## src/v2n_pkg.sv

```systemverilog
`default_nettype none
package v2n_pkg;
	localparam int unsigned IN_WIDTH_DEF      = 16;
	localparam int unsigned OUT_FRAC_BITS_DEF = 14;
endpackage
`default_nettype wire

```

## src/v2n_in_if.sv

```systemverilog
`default_nettype none
interface v2n_in_if #(
	parameter int unsigned IN_WIDTH = v2n_pkg::IN_WIDTH_DEF
);
	logic                       valid;
	logic                       ready;
	logic signed [IN_WIDTH-1:0] in_x;
	logic signed [IN_WIDTH-1:0] in_y;
	modport source (output valid, in_x, in_y, input ready);
	modport sink (input valid, in_x, in_y, output ready);
endinterface
`default_nettype wire

```

## src/v2n_out_if.sv

```systemverilog
`default_nettype none
interface v2n_out_if #(
	parameter int unsigned OUT_FRAC_BITS = v2n_pkg::OUT_FRAC_BITS_DEF
);
	logic                            valid;
	logic                            ready;
	logic signed [OUT_FRAC_BITS+1:0] unit_x;
	logic signed [OUT_FRAC_BITS+1:0] unit_y;
	logic                            was_zero;
	modport source (output valid, unit_x, unit_y, was_zero, input ready);
	modport sink (input valid, unit_x, unit_y, was_zero, output ready);
endinterface
`default_nettype wire

```

## src/v2n_isqrt.sv

```systemverilog
`default_nettype none
// Pipelined floor square root: two result bits per stage.
module v2n_isqrt #(
	parameter int unsigned W = 32,
	parameter int unsigned TW = 8
) (
	input  wire logic          clk,
	input  wire logic          en,
	input  wire logic [W-1:0]  rad,
	input  wire logic [TW-1:0] tag_in,
	output logic [W/2-1:0]     root,
	output logic [TW-1:0]      tag_out
);
	import v2n_pkg::*;
	localparam int unsigned R  = W / 2;
	localparam int unsigned NS = (R + 1) / 2;

	logic [W-1:0]  rem_s [NS+1];
	logic [R-1:0]  res_s [NS+1];
	logic [W-1:0]  rad_s [NS+1];
	logic [TW-1:0] tag_s [NS+1];

	always_comb begin
		rem_s[0] = '0;
		res_s[0] = '0;
		rad_s[0] = rad;
		tag_s[0] = tag_in;
	end

	for (genvar g = 0; g < NS; g++) begin : g_stage
		logic [W-1:0]  rem_c;
		logic [R-1:0]  res_c;
		logic [W-1:0]  rad_c;
		always_comb begin
			logic [W+1:0] trial;
			logic [W+1:0] rr;
			rem_c = rem_s[g];
			res_c = res_s[g];
			rad_c = rad_s[g];
			for (int k = 0; k < 2; k++) begin
				if (g * 2 + k < R) begin
					rr    = {rem_c, rad_c[W-1 -: 2]};
					rad_c = rad_c << 2;
					trial = {res_c, 2'b01};
					if (rr >= trial) begin
						rem_c = W'(rr - trial);
						res_c = {res_c[R-2:0], 1'b1};
					end else begin
						rem_c = W'(rr);
						res_c = {res_c[R-2:0], 1'b0};
					end
				end
			end
		end
		always_ff @(posedge clk) begin
			if (en) begin
				rem_s[g+1] <= rem_c;
				res_s[g+1] <= res_c;
				rad_s[g+1] <= rad_c;
				tag_s[g+1] <= tag_s[g];
			end
		end
	end

	assign root    = res_s[NS];
	assign tag_out = tag_s[NS];
endmodule
`default_nettype wire

```

## src/v2n_div.sv

```systemverilog
`default_nettype none
// Pipelined restoring divider, two quotient bits per stage; num < 2^QW * den.
module v2n_div #(
	parameter int unsigned NW = 32,
	parameter int unsigned DW = 16,
	parameter int unsigned QW = 16
) (
	input  wire logic          clk,
	input  wire logic          en,
	input  wire logic [NW-1:0] num,
	input  wire logic [DW-1:0] den,
	output logic [QW-1:0]      quo
);
	import v2n_pkg::*;
	localparam int unsigned NS = (QW + 1) / 2;
	localparam int unsigned RW = DW + 1;

	logic [RW-1:0] rem_s [NS+1];
	logic [NW-1:0] num_s [NS+1];
	logic [DW-1:0] den_s [NS+1];
	logic [QW-1:0] quo_s [NS+1];

	always_comb begin
		num_s[0] = num;
		den_s[0] = den;
		quo_s[0] = '0;
		rem_s[0] = RW'(num >> QW);
	end

	for (genvar g = 0; g < NS; g++) begin : g_stage
		logic [RW-1:0] rem_c;
		logic [QW-1:0] quo_c;
		always_comb begin
			logic [RW:0] t;
			rem_c = rem_s[g];
			quo_c = quo_s[g];
			for (int k = 0; k < 2; k++) begin
				if (g * 2 + k < QW) begin
					t = {rem_c, num_s[g][QW-1-(g*2+k)]};
					if (t >= (RW+1)'(den_s[g])) begin
						rem_c = RW'(t - (RW+1)'(den_s[g]));
						quo_c = {quo_c[QW-2:0], 1'b1};
					end else begin
						rem_c = RW'(t);
						quo_c = {quo_c[QW-2:0], 1'b0};
					end
				end
			end
		end
		always_ff @(posedge clk) begin
			if (en) begin
				rem_s[g+1] <= rem_c;
				quo_s[g+1] <= quo_c;
				num_s[g+1] <= num_s[g];
				den_s[g+1] <= den_s[g];
			end
		end
	end

	assign quo = quo_s[NS];
endmodule
`default_nettype wire

```

## src/vector2d_safe_normalize.sv

```systemverilog
`default_nettype none
// Safe 2D vector normalization.
// in:  request carries in_x, in_y (signed, IN_WIDTH bits).
// out: request carries unit_x, unit_y (signed Q1.OUT_FRAC_BITS) and was_zero.
// Both channels use valid/ready; a request moves when both are high.
// One request is accepted every cycle while the output side takes results.
// Register stages: 1 (squares) + ceil((IN_WIDTH+1)/2) square root stages
// + 1 (numerator) + ceil((OUT_FRAC_BITS+2)/2) divider stages
// + 1 (round/saturate); 20 stages at the defaults. The depth is set by the
// root and divider pipelines, two bits per stage.
// The whole pipeline advances together; when the receiver holds ready low
// with a result waiting, every stage holds and in.ready drops, so nothing
// is lost or repeated. While the output register is empty the pipe keeps
// moving, but gaps inside the pipe are not closed up during a stall.
// Reset clears all valid bits; results in flight are dropped.
module vector2d_safe_normalize #(
	parameter int unsigned IN_WIDTH      = v2n_pkg::IN_WIDTH_DEF,
	parameter int unsigned OUT_FRAC_BITS = v2n_pkg::OUT_FRAC_BITS_DEF
) (
	input  wire logic clk,
	input  wire logic arst_n,
	v2n_in_if.sink    in,
	v2n_out_if.source out
);
	import v2n_pkg::*;
	localparam int unsigned MW  = IN_WIDTH;          // magnitude width
	localparam int unsigned SW  = 2 * MW + 1;        // sum of squares
	localparam int unsigned SWE = SW + (SW % 2);
	localparam int unsigned LW  = SWE / 2;           // root width
	localparam int unsigned QW  = OUT_FRAC_BITS + 2; // quotient width
	localparam int unsigned NW  = MW + OUT_FRAC_BITS + 1;
	localparam int unsigned TW  = 2 * MW + 3;        // mx, my, nx, ny, zero
	localparam int unsigned RS  = (LW + 1) / 2;
	localparam int unsigned DS  = (QW + 1) / 2;
	localparam int unsigned NV  = 1 + RS + 1 + DS + 1;

	logic [NV-1:0] vld_q;
	logic          en;
	assign en       = !vld_q[NV-1] || out.ready;
	assign in.ready = en;

	always_ff @(posedge clk or negedge arst_n) begin
		if (!arst_n) begin
			vld_q <= '0;
		end else if (en) begin
			vld_q <= {vld_q[NV-2:0], in.valid};
		end
	end

	// stage 1: magnitudes and squares
	logic [MW-1:0] mx_c, my_c;
	assign mx_c = in.in_x[MW-1] ? MW'(-in.in_x) : MW'(in.in_x);
	assign my_c = in.in_y[MW-1] ? MW'(-in.in_y) : MW'(in.in_y);

	logic [SWE-1:0] sq_s1;
	logic [TW-1:0]  tag_s1;
	always_ff @(posedge clk) begin
		if (en) begin
			sq_s1  <= SWE'(mx_c) * SWE'(mx_c) + SWE'(my_c) * SWE'(my_c);
			tag_s1 <= {mx_c, my_c, in.in_x[MW-1], in.in_y[MW-1],
				(mx_c == '0) && (my_c == '0)};
		end
	end

	logic [LW-1:0] len_c;
	logic [TW-1:0] tag_c;
	v2n_isqrt #(.W(SWE), .TW(TW)) u_sqrt (
		.clk, .en, .rad(sq_s1), .tag_in(tag_s1),
		.root(len_c), .tag_out(tag_c)
	);

	// numerators with half-divisor rounding term
	logic [NW-1:0] numx_s2, numy_s2;
	logic [MW-1:0] lenx_s2;
	logic [2:0]    flg_s2;
	always_ff @(posedge clk) begin
		if (en) begin
			numx_s2 <= (NW'(tag_c[TW-1 -: MW]) << OUT_FRAC_BITS) + NW'(len_c >> 1);
			numy_s2 <= (NW'(tag_c[TW-1-MW -: MW]) << OUT_FRAC_BITS)
				+ NW'(len_c >> 1);
			lenx_s2 <= (len_c == '0) ? MW'(1) : MW'(len_c);
			flg_s2  <= tag_c[2:0];
		end
	end

	logic [QW-1:0] qx_c, qy_c;
	v2n_div #(.NW(NW), .DW(MW), .QW(QW)) u_divx (
		.clk, .en, .num(numx_s2), .den(lenx_s2), .quo(qx_c)
	);
	v2n_div #(.NW(NW), .DW(MW), .QW(QW)) u_divy (
		.clk, .en, .num(numy_s2), .den(lenx_s2), .quo(qy_c)
	);

	logic [2:0] flg_d [DS+1];
	assign flg_d[0] = flg_s2;
	for (genvar g = 0; g < DS; g++) begin : g_flg
		always_ff @(posedge clk) begin
			if (en) flg_d[g+1] <= flg_d[g];
		end
	end

	localparam logic [QW-1:0] ONE = QW'(1) << OUT_FRAC_BITS;
	logic [QW-1:0] sx_c, sy_c;
	assign sx_c = (qx_c > ONE) ? ONE : qx_c;
	assign sy_c = (qy_c > ONE) ? ONE : qy_c;

	logic signed [QW-1:0] ux_s3, uy_s3;
	logic                 z_s3;
	always_ff @(posedge clk) begin
		if (en) begin
			z_s3 <= flg_d[DS][0];
			if (flg_d[DS][0]) begin
				ux_s3 <= ONE;
				uy_s3 <= '0;
			end else begin
				ux_s3 <= flg_d[DS][2] ? -sx_c : sx_c;
				uy_s3 <= flg_d[DS][1] ? -sy_c : sy_c;
			end
		end
	end

	assign out.valid    = vld_q[NV-1];
	assign out.unit_x   = ux_s3;
	assign out.unit_y   = uy_s3;
	assign out.was_zero = z_s3;
endmodule
`default_nettype wire

```

## src/flat_wrapper.sv

```systemverilog
// flat-port wrapper written by rule: the top's interface ports become plain ports
module vector2d_safe_normalize_flat import v2n_pkg::*;
#(
	parameter int unsigned IN_WIDTH      = v2n_pkg::IN_WIDTH_DEF,
	parameter int unsigned OUT_FRAC_BITS = v2n_pkg::OUT_FRAC_BITS_DEF
)
  (clk, arst_n, in_valid, in_in_x, in_in_y, in_ready, out_valid, out_unit_x, out_unit_y, out_was_zero, out_ready);
  v2n_in_if #(.IN_WIDTH(IN_WIDTH)) in_i ();
  v2n_out_if #(.OUT_FRAC_BITS(OUT_FRAC_BITS)) out_i ();
  input  wire logic clk;
  input  wire logic arst_n;
  input wire logic [$bits(in_i.valid)-1:0] in_valid;
  input wire logic [$bits(in_i.in_x)-1:0] in_in_x;
  input wire logic [$bits(in_i.in_y)-1:0] in_in_y;
  output wire logic [$bits(in_i.ready)-1:0] in_ready;
  output wire logic [$bits(out_i.valid)-1:0] out_valid;
  output wire logic [$bits(out_i.unit_x)-1:0] out_unit_x;
  output wire logic [$bits(out_i.unit_y)-1:0] out_unit_y;
  output wire logic [$bits(out_i.was_zero)-1:0] out_was_zero;
  input wire logic [$bits(out_i.ready)-1:0] out_ready;
  assign in_i.valid = in_valid;
  assign in_i.in_x = in_in_x;
  assign in_i.in_y = in_in_y;
  assign in_ready = in_i.ready;
  assign out_valid = out_i.valid;
  assign out_unit_x = out_i.unit_x;
  assign out_unit_y = out_i.unit_y;
  assign out_was_zero = out_i.was_zero;
  assign out_i.ready = out_ready;
  vector2d_safe_normalize #(.IN_WIDTH(IN_WIDTH), .OUT_FRAC_BITS(OUT_FRAC_BITS)) u_core (.clk(clk), .arst_n(arst_n), .in(in_i), .out(out_i));
endmodule
```

## config.mk

```make
export PLATFORM = sky130hd
export DESIGN_NAME = vector2d_safe_normalize_flat
export DESIGN_NICKNAME = d
export VERILOG_FILES = /design/src/v2n_pkg.sv /design/src/v2n_in_if.sv /design/src/v2n_out_if.sv /design/src/v2n_isqrt.sv /design/src/v2n_div.sv /design/src/vector2d_safe_normalize.sv /design/src/flat_wrapper.sv
export SDC_FILE = /design/constraint.sdc
export NUM_CORES = 2
export LEC_CHECK = 0
export BUFFER_PORTS_ARGS = -buffer_cell sky130_fd_sc_hd__clkbuf_2
export CORE_ASPECT_RATIO = 2
export CORE_MARGIN = 5
export CORE_UTILIZATION = 43
export DETAILED_ROUTE_END_ITERATION = 16
export HOLD_SLACK_MARGIN = 0.12
export PLACE_DENSITY = 0.6
export SETUP_SLACK_MARGIN = 0.4
export SYNTH_ARGS = -nofsm -noshare
export SYNTH_HDL_FRONTEND = slang
export SYNTH_HIERARCHICAL = 1
export SYNTH_SLANG_ARGS = --single-unit
```

## constraint.sdc

```tcl
create_clock -name clk -period 114.5 [get_ports clk]
set_input_delay 17.175 -clock clk [delete_from_list [all_inputs] [get_ports clk]]
set_output_delay 17.175 -clock clk [all_outputs]
set_load 0.01 [all_outputs]
```

-- Word-level counts from Yosys, hierarchy flattened
Index checks and enable logic that the tools add are counted.
Widths: inputs -> output; s select.
- add/sub/neg operators: 53
- multipliers: 2
- magnitude comparators: 51
- multiplexer cells: 101
- reduce and logical (&&, ||, !) cells: 6
- operator list (cell ; count):
    $mux 34 ; 16
    $ge 18x16->1 ; 30
    $mux 17 ; 30
    $sub 17x16->17 ; 28
    $mux 16 ; 6
    $mul 16x16->32 ; 2
    $neg 16->16 ; 4
    $add 30x16->31 ; 2
    $mux 1 ; 49
    $ge 36x10->1 ; 1
    $ge 36x11->1 ; 1
    $ge 36x12->1 ; 1
    $ge 36x13->1 ; 1
    $ge 36x14->1 ; 1
    $ge 36x15->1 ; 1
    $ge 36x16->1 ; 1
    $ge 36x17->1 ; 1
    $ge 36x18->1 ; 1
    $ge 36x3->1 ; 1
    $ge 36x4->1 ; 1
    $ge 36x5->1 ; 1
    $ge 36x6->1 ; 1
    $ge 36x7->1 ; 1
    $ge 36x8->1 ; 1
    27 further kinds ; 31
- register bits after elaboration: 1637
- bits of input ports: 36
- output and inout bits: 35
- logic and storage cells: 316

-- Longest topological paths before layout
- depth in word-level cells: 4
- gate-level depth with buffers: 33
- mapped depth without buffers: 31

-- Hierarchy
The synthesis kept the hierarchy.
- modules (own cells, without submodules) (module ; instances ; cells each ; area each (µm²) ; seq. area each (µm²)):
    v2n_isqrt ; 1 ; 3451 ; 40704.0 ; 23392.4
    v2n_div (u_core.u_divx) ; 1 ; 2397 ; 25663.4 ; 10780.3
    v2n_div (u_core.u_divy) ; 1 ; 2380 ; 25413.1 ; 10780.3
    vector2d_safe_normalize ; 1 ; 2273 ; 23787.8 ; 6266.0

-- Worst setup path before layout
Ideal clock, no wire load.
- path type: input to output
- start: input out_ready
- end: output in_ready
- data arrival time: 63038 ps
- data required time: 97325 ps
- path slack: 34287 ps
- stages on the path: 2
- path through: nand2b_1 clkbuf_1
- longest elaborated chain between the ends: 1
- RTL lines (element ; line ; source):
    start, declared ; flat_wrapper.sv:20 ; input wire logic [$bits(out_i.ready)-1:0] out_ready;
    $logic_or 1x1->1 ; vector2d_safe_normalize.sv:39 ; assign en = !vld_q[NV-1] || out.ready;
    end, declared ; flat_wrapper.sv:15 ; output wire logic [$bits(in_i.ready)-1:0] in_ready;
No other way between the ends.

-- Worst setup path after layout
Ends and elaborated chain as after synthesis.

==> results_dict.tcl <==
set metrics [dict create \
    yosys_warnings 6 \
    crit_top_cell "clkbuf_2" \
    muxShareOfSynthArea 0.04195 \
    grt_pass1_vias 85829 \
    stdcell_count 14250 \
    startpoint "out_ready" \
    multi_input_area_um2 58880 \
    outcome "complete, no violations" \
    antenna_left 0 \
    die_x_um 376.6 \
    grt_max_degree 169 \
    synthSimpleGateAreaFrac 0.1174 \
    synth_xor_area_frac 0.06118 \
    path_cells "clkbuf_2, nand2b_4, clkbuf_2" \
    max_slew_margin 0.2340 \
    worst-r2r-setup-slack_ns 106.45 \
    holdCritPathClass "flop to flop" \
    synth_edf_count 1689 \
    postLayoutCellArea_um2 125500 \
    die_h_um 743.2 \
    finalCritPeriodShare 0.3060 \
    final_common_cell "edfxtp_1" \
    clock.fmax_mhz 28.54 \
    cap_violations 0 \
    fillers 24551 \
    worstMarginPinSlew_ns 1.149 \
    min_period_ns 35.04 \
    drc_errors 0 \
    drv_slew 0 \
    drt_first_iter_violations 3317 \
    antenna_found_initial 5 \
    dp.cells 13951 \
    clockBufferDepth 4 \
    via_per_inst 5.569 \
    cts_max_level 4 \
    cpPeakStageDelay_ns 0.39 \
    tns_ns 0 \
    preCtsSetupSlack_ns 79.45 \
    grt_setup_unrepaired "false" \
    crit_path_start_kind "primary input" \
    hold_depth 0 \
    synth_top_family_by_area "adder cells" \
    r2r_cells 17 \
    path_class "primary input to primary output" \
    gp_congestion 0.9628 \
    cts_tree "built" \
    cts_hold_buf 0 \
    path_max_fanout 35 \
    critPathRequiredTime_ns 97.33 \
    overflow 0 \
    port_buffers 70 \
    insertion_delay_ns 0.87 \
    cts_setup_buffers 0 \
    synth_compound_area_frac 0.1196 \
    first_pass_iters 8 \
    syn_inst 10501 \
    dieArea_um2 279900 \
    syn_area_per_cell_um2 11.01 \
    dpl-instance-area_um2 120000 \
    io-pin-count 71 \
    worst_slack_ns 79.46 \
    grt_pass1_wl_mm 456.2 \
    synth_top_area_cell "edfxtp_1" \
    area_growth_pct 8.588 \
    dpl.hpwl_mm 238.5 \
    synth_top_area_share 0.4389 \
    root_buffer "clkbuf_16" \
    synthArstFlopShare 0.01170 \
    worstPathArrival_ns 17.86 \
    nNetsFinal 11933 \
    num_rows 269 \
    synth.cell_area_um2 115600 \
    cts_buffers 169 \
    clkTransAtPathRegs_ns 0.07 \
    wire_per_inst_um 20.94 \
    holdPathEnd "u_core/u_divy/quo[3]" \
    ff_latch_area_um2 51220 \
    mostFrequentLayoutCells "edfxtp_1 (1,689), inv_1 (1,152), ha_1 (878)" \
    ys_top_cells_by_area "edfxtp_1 (44%), ha_1 (9.5%), fa_1 (7.3%), xnor2_1 (4.1%), inv_1 (3.7%)" \
    ys.flop_type "edfxtp_1" \
    setup_viol 0 \
    vias 79363 \
    yosys.area_share.adder 0.1678 \
    ys_seq_elements 1709 \
    initial_core_util 0.4314 \
    report.final.hold_viol_count 0 \
    synth-seq-area-share 0.4432 \
    skew_ns 0.09219 \
    synth.distinct_cells 128 \
    slowest_stage "nand2b_4" \
    r2r-start "u_core/u_sqrt/rem_s[124]" \
    grt_use_total 0.2085 \
    cp-end-kind "primary output" \
    worstReg2RegEnd "u_core/u_sqrt/rem_s[75]" \
    layout-drive-gt1-share 0.09252 \
    holdCritStartpoint "u_core/u_divy/quo_s[17]" \
    routed_wl_mm 298.5 \
    cts_resized 0 \
    clock-sinks 1709 \
    core_um2 267900 \
]
-- flip-flops by register name, summed over array words and instances (netlist names), 24 cells and up --
register	flops
u_core/flg_d	24
u_core/numx_s2	31
u_core/sq_s1	33
u_core/tag_s1	35
u_core/u_divx/den_s	112
u_core/u_divx/num_s	49
u_core/u_divx/quo_s	56
u_core/u_divx/rem_s	119
u_core/u_divy/den_s	112
u_core/u_divy/num_s	49
u_core/u_divy/quo_s	56
u_core/u_divy/rem_s	119
u_core/u_sqrt/g_stage.$5.rr	50
u_core/u_sqrt/g_stage.rad_c	98
u_core/u_sqrt/rem_s	213
u_core/u_sqrt/res_s	56
u_core/u_sqrt/tag_out	35
u_core/u_sqrt/tag_s	280
-- synth_stat cells, types with 74 or more instances --
| library cell | number |
|---|---|
| a211oi_1 | 74 |
| a21o_1 | 235 |
| a21oi_1 | 682 |
| and3_1 | 87 |
| clkbuf_1 | 156 |
| edfxtp_1 | 1689 |
| fa_1 | 420 |
| ha_1 | 878 |
| inv_1 | 1152 |
| mux2_2 | 353 |
| nand2_1 | 615 |
| nand2b_1 | 94 |
| nand3_1 | 168 |
| nand4_1 | 136 |
| nor2_1 | 794 |
| nor2b_1 | 105 |
| nor3_1 | 222 |
| nor4_1 | 84 |
| o21a_1 | 132 |
| o21ai_0 | 376 |
| o21bai_1 | 78 |
| or3_1 | 78 |
| xnor2_1 | 536 |
| xor2_1 | 262 |
-- layer usage --
layer  global-route usage  vias up  share of wire
li1                     -    37915              -
met1               0.1565    38707           0.28
met2               0.4413     1704           0.59
met3              0.01902     1037          0.023
met4               0.1852        0           0.11
met5                    0        -              0
-- cell type report --
cell class | count | share of cell area
inverter | 1173 | 0.03509
clock inverter | 101 | 0.008903
tap | 3523 | 0.03513
timing repair buffer | 157 | 0.008395
clock buffer | 193 | 0.03510
antenna | 5 | 0.00009970
multi-input combinational | 7389 | 0.4692
sequential | 1709 | 0.4081
-- cells by family (layout without fill, tap and decap cells) --
logic type / after synthesis / count (layout)
muxes: 428 / 428
adders and majority gates: 1298 / 1298
buffers and inverters: 1429 / 1624
AOI/OAI and AO/OA: 2120 / 2120
other: 3 / 34
DFF: 1709 / 1709
and+or+nand+nor: 2711 / 2711
xor gates and xnor gates: 803 / 803
-- per-stage QoR --
step / utilization / hold WS (ns)
final: 0.4684 / 0.3822
after global routing: 0.4684 / 0.3816
after CTS: 0.4684 / 0.3703
after detailed placement: 0.4478 / 0.4045
after global placement: 0.4478 / 0.4002
after floorplan: - / 0.4003
-- critical path: cells and delay by family --
| family | cells | cell delay (ns) |
|---|---|---|
| buf+inv | 2 | 0.29 |
| simple gates | 1 | 0.39 |
-- worst max path at each step --
stage / to / cells after the start
after detailed placement: in_ready / 3
after floorplan: in_ready / 2
after CTS: in_ready / 3
final: in_ready / 3
after global routing: in_ready / 3
after global placement: in_ready / 3
Power is not shown: default switching activity piles up to over one toggle a cycle in this logic, so the estimate is an artifact.
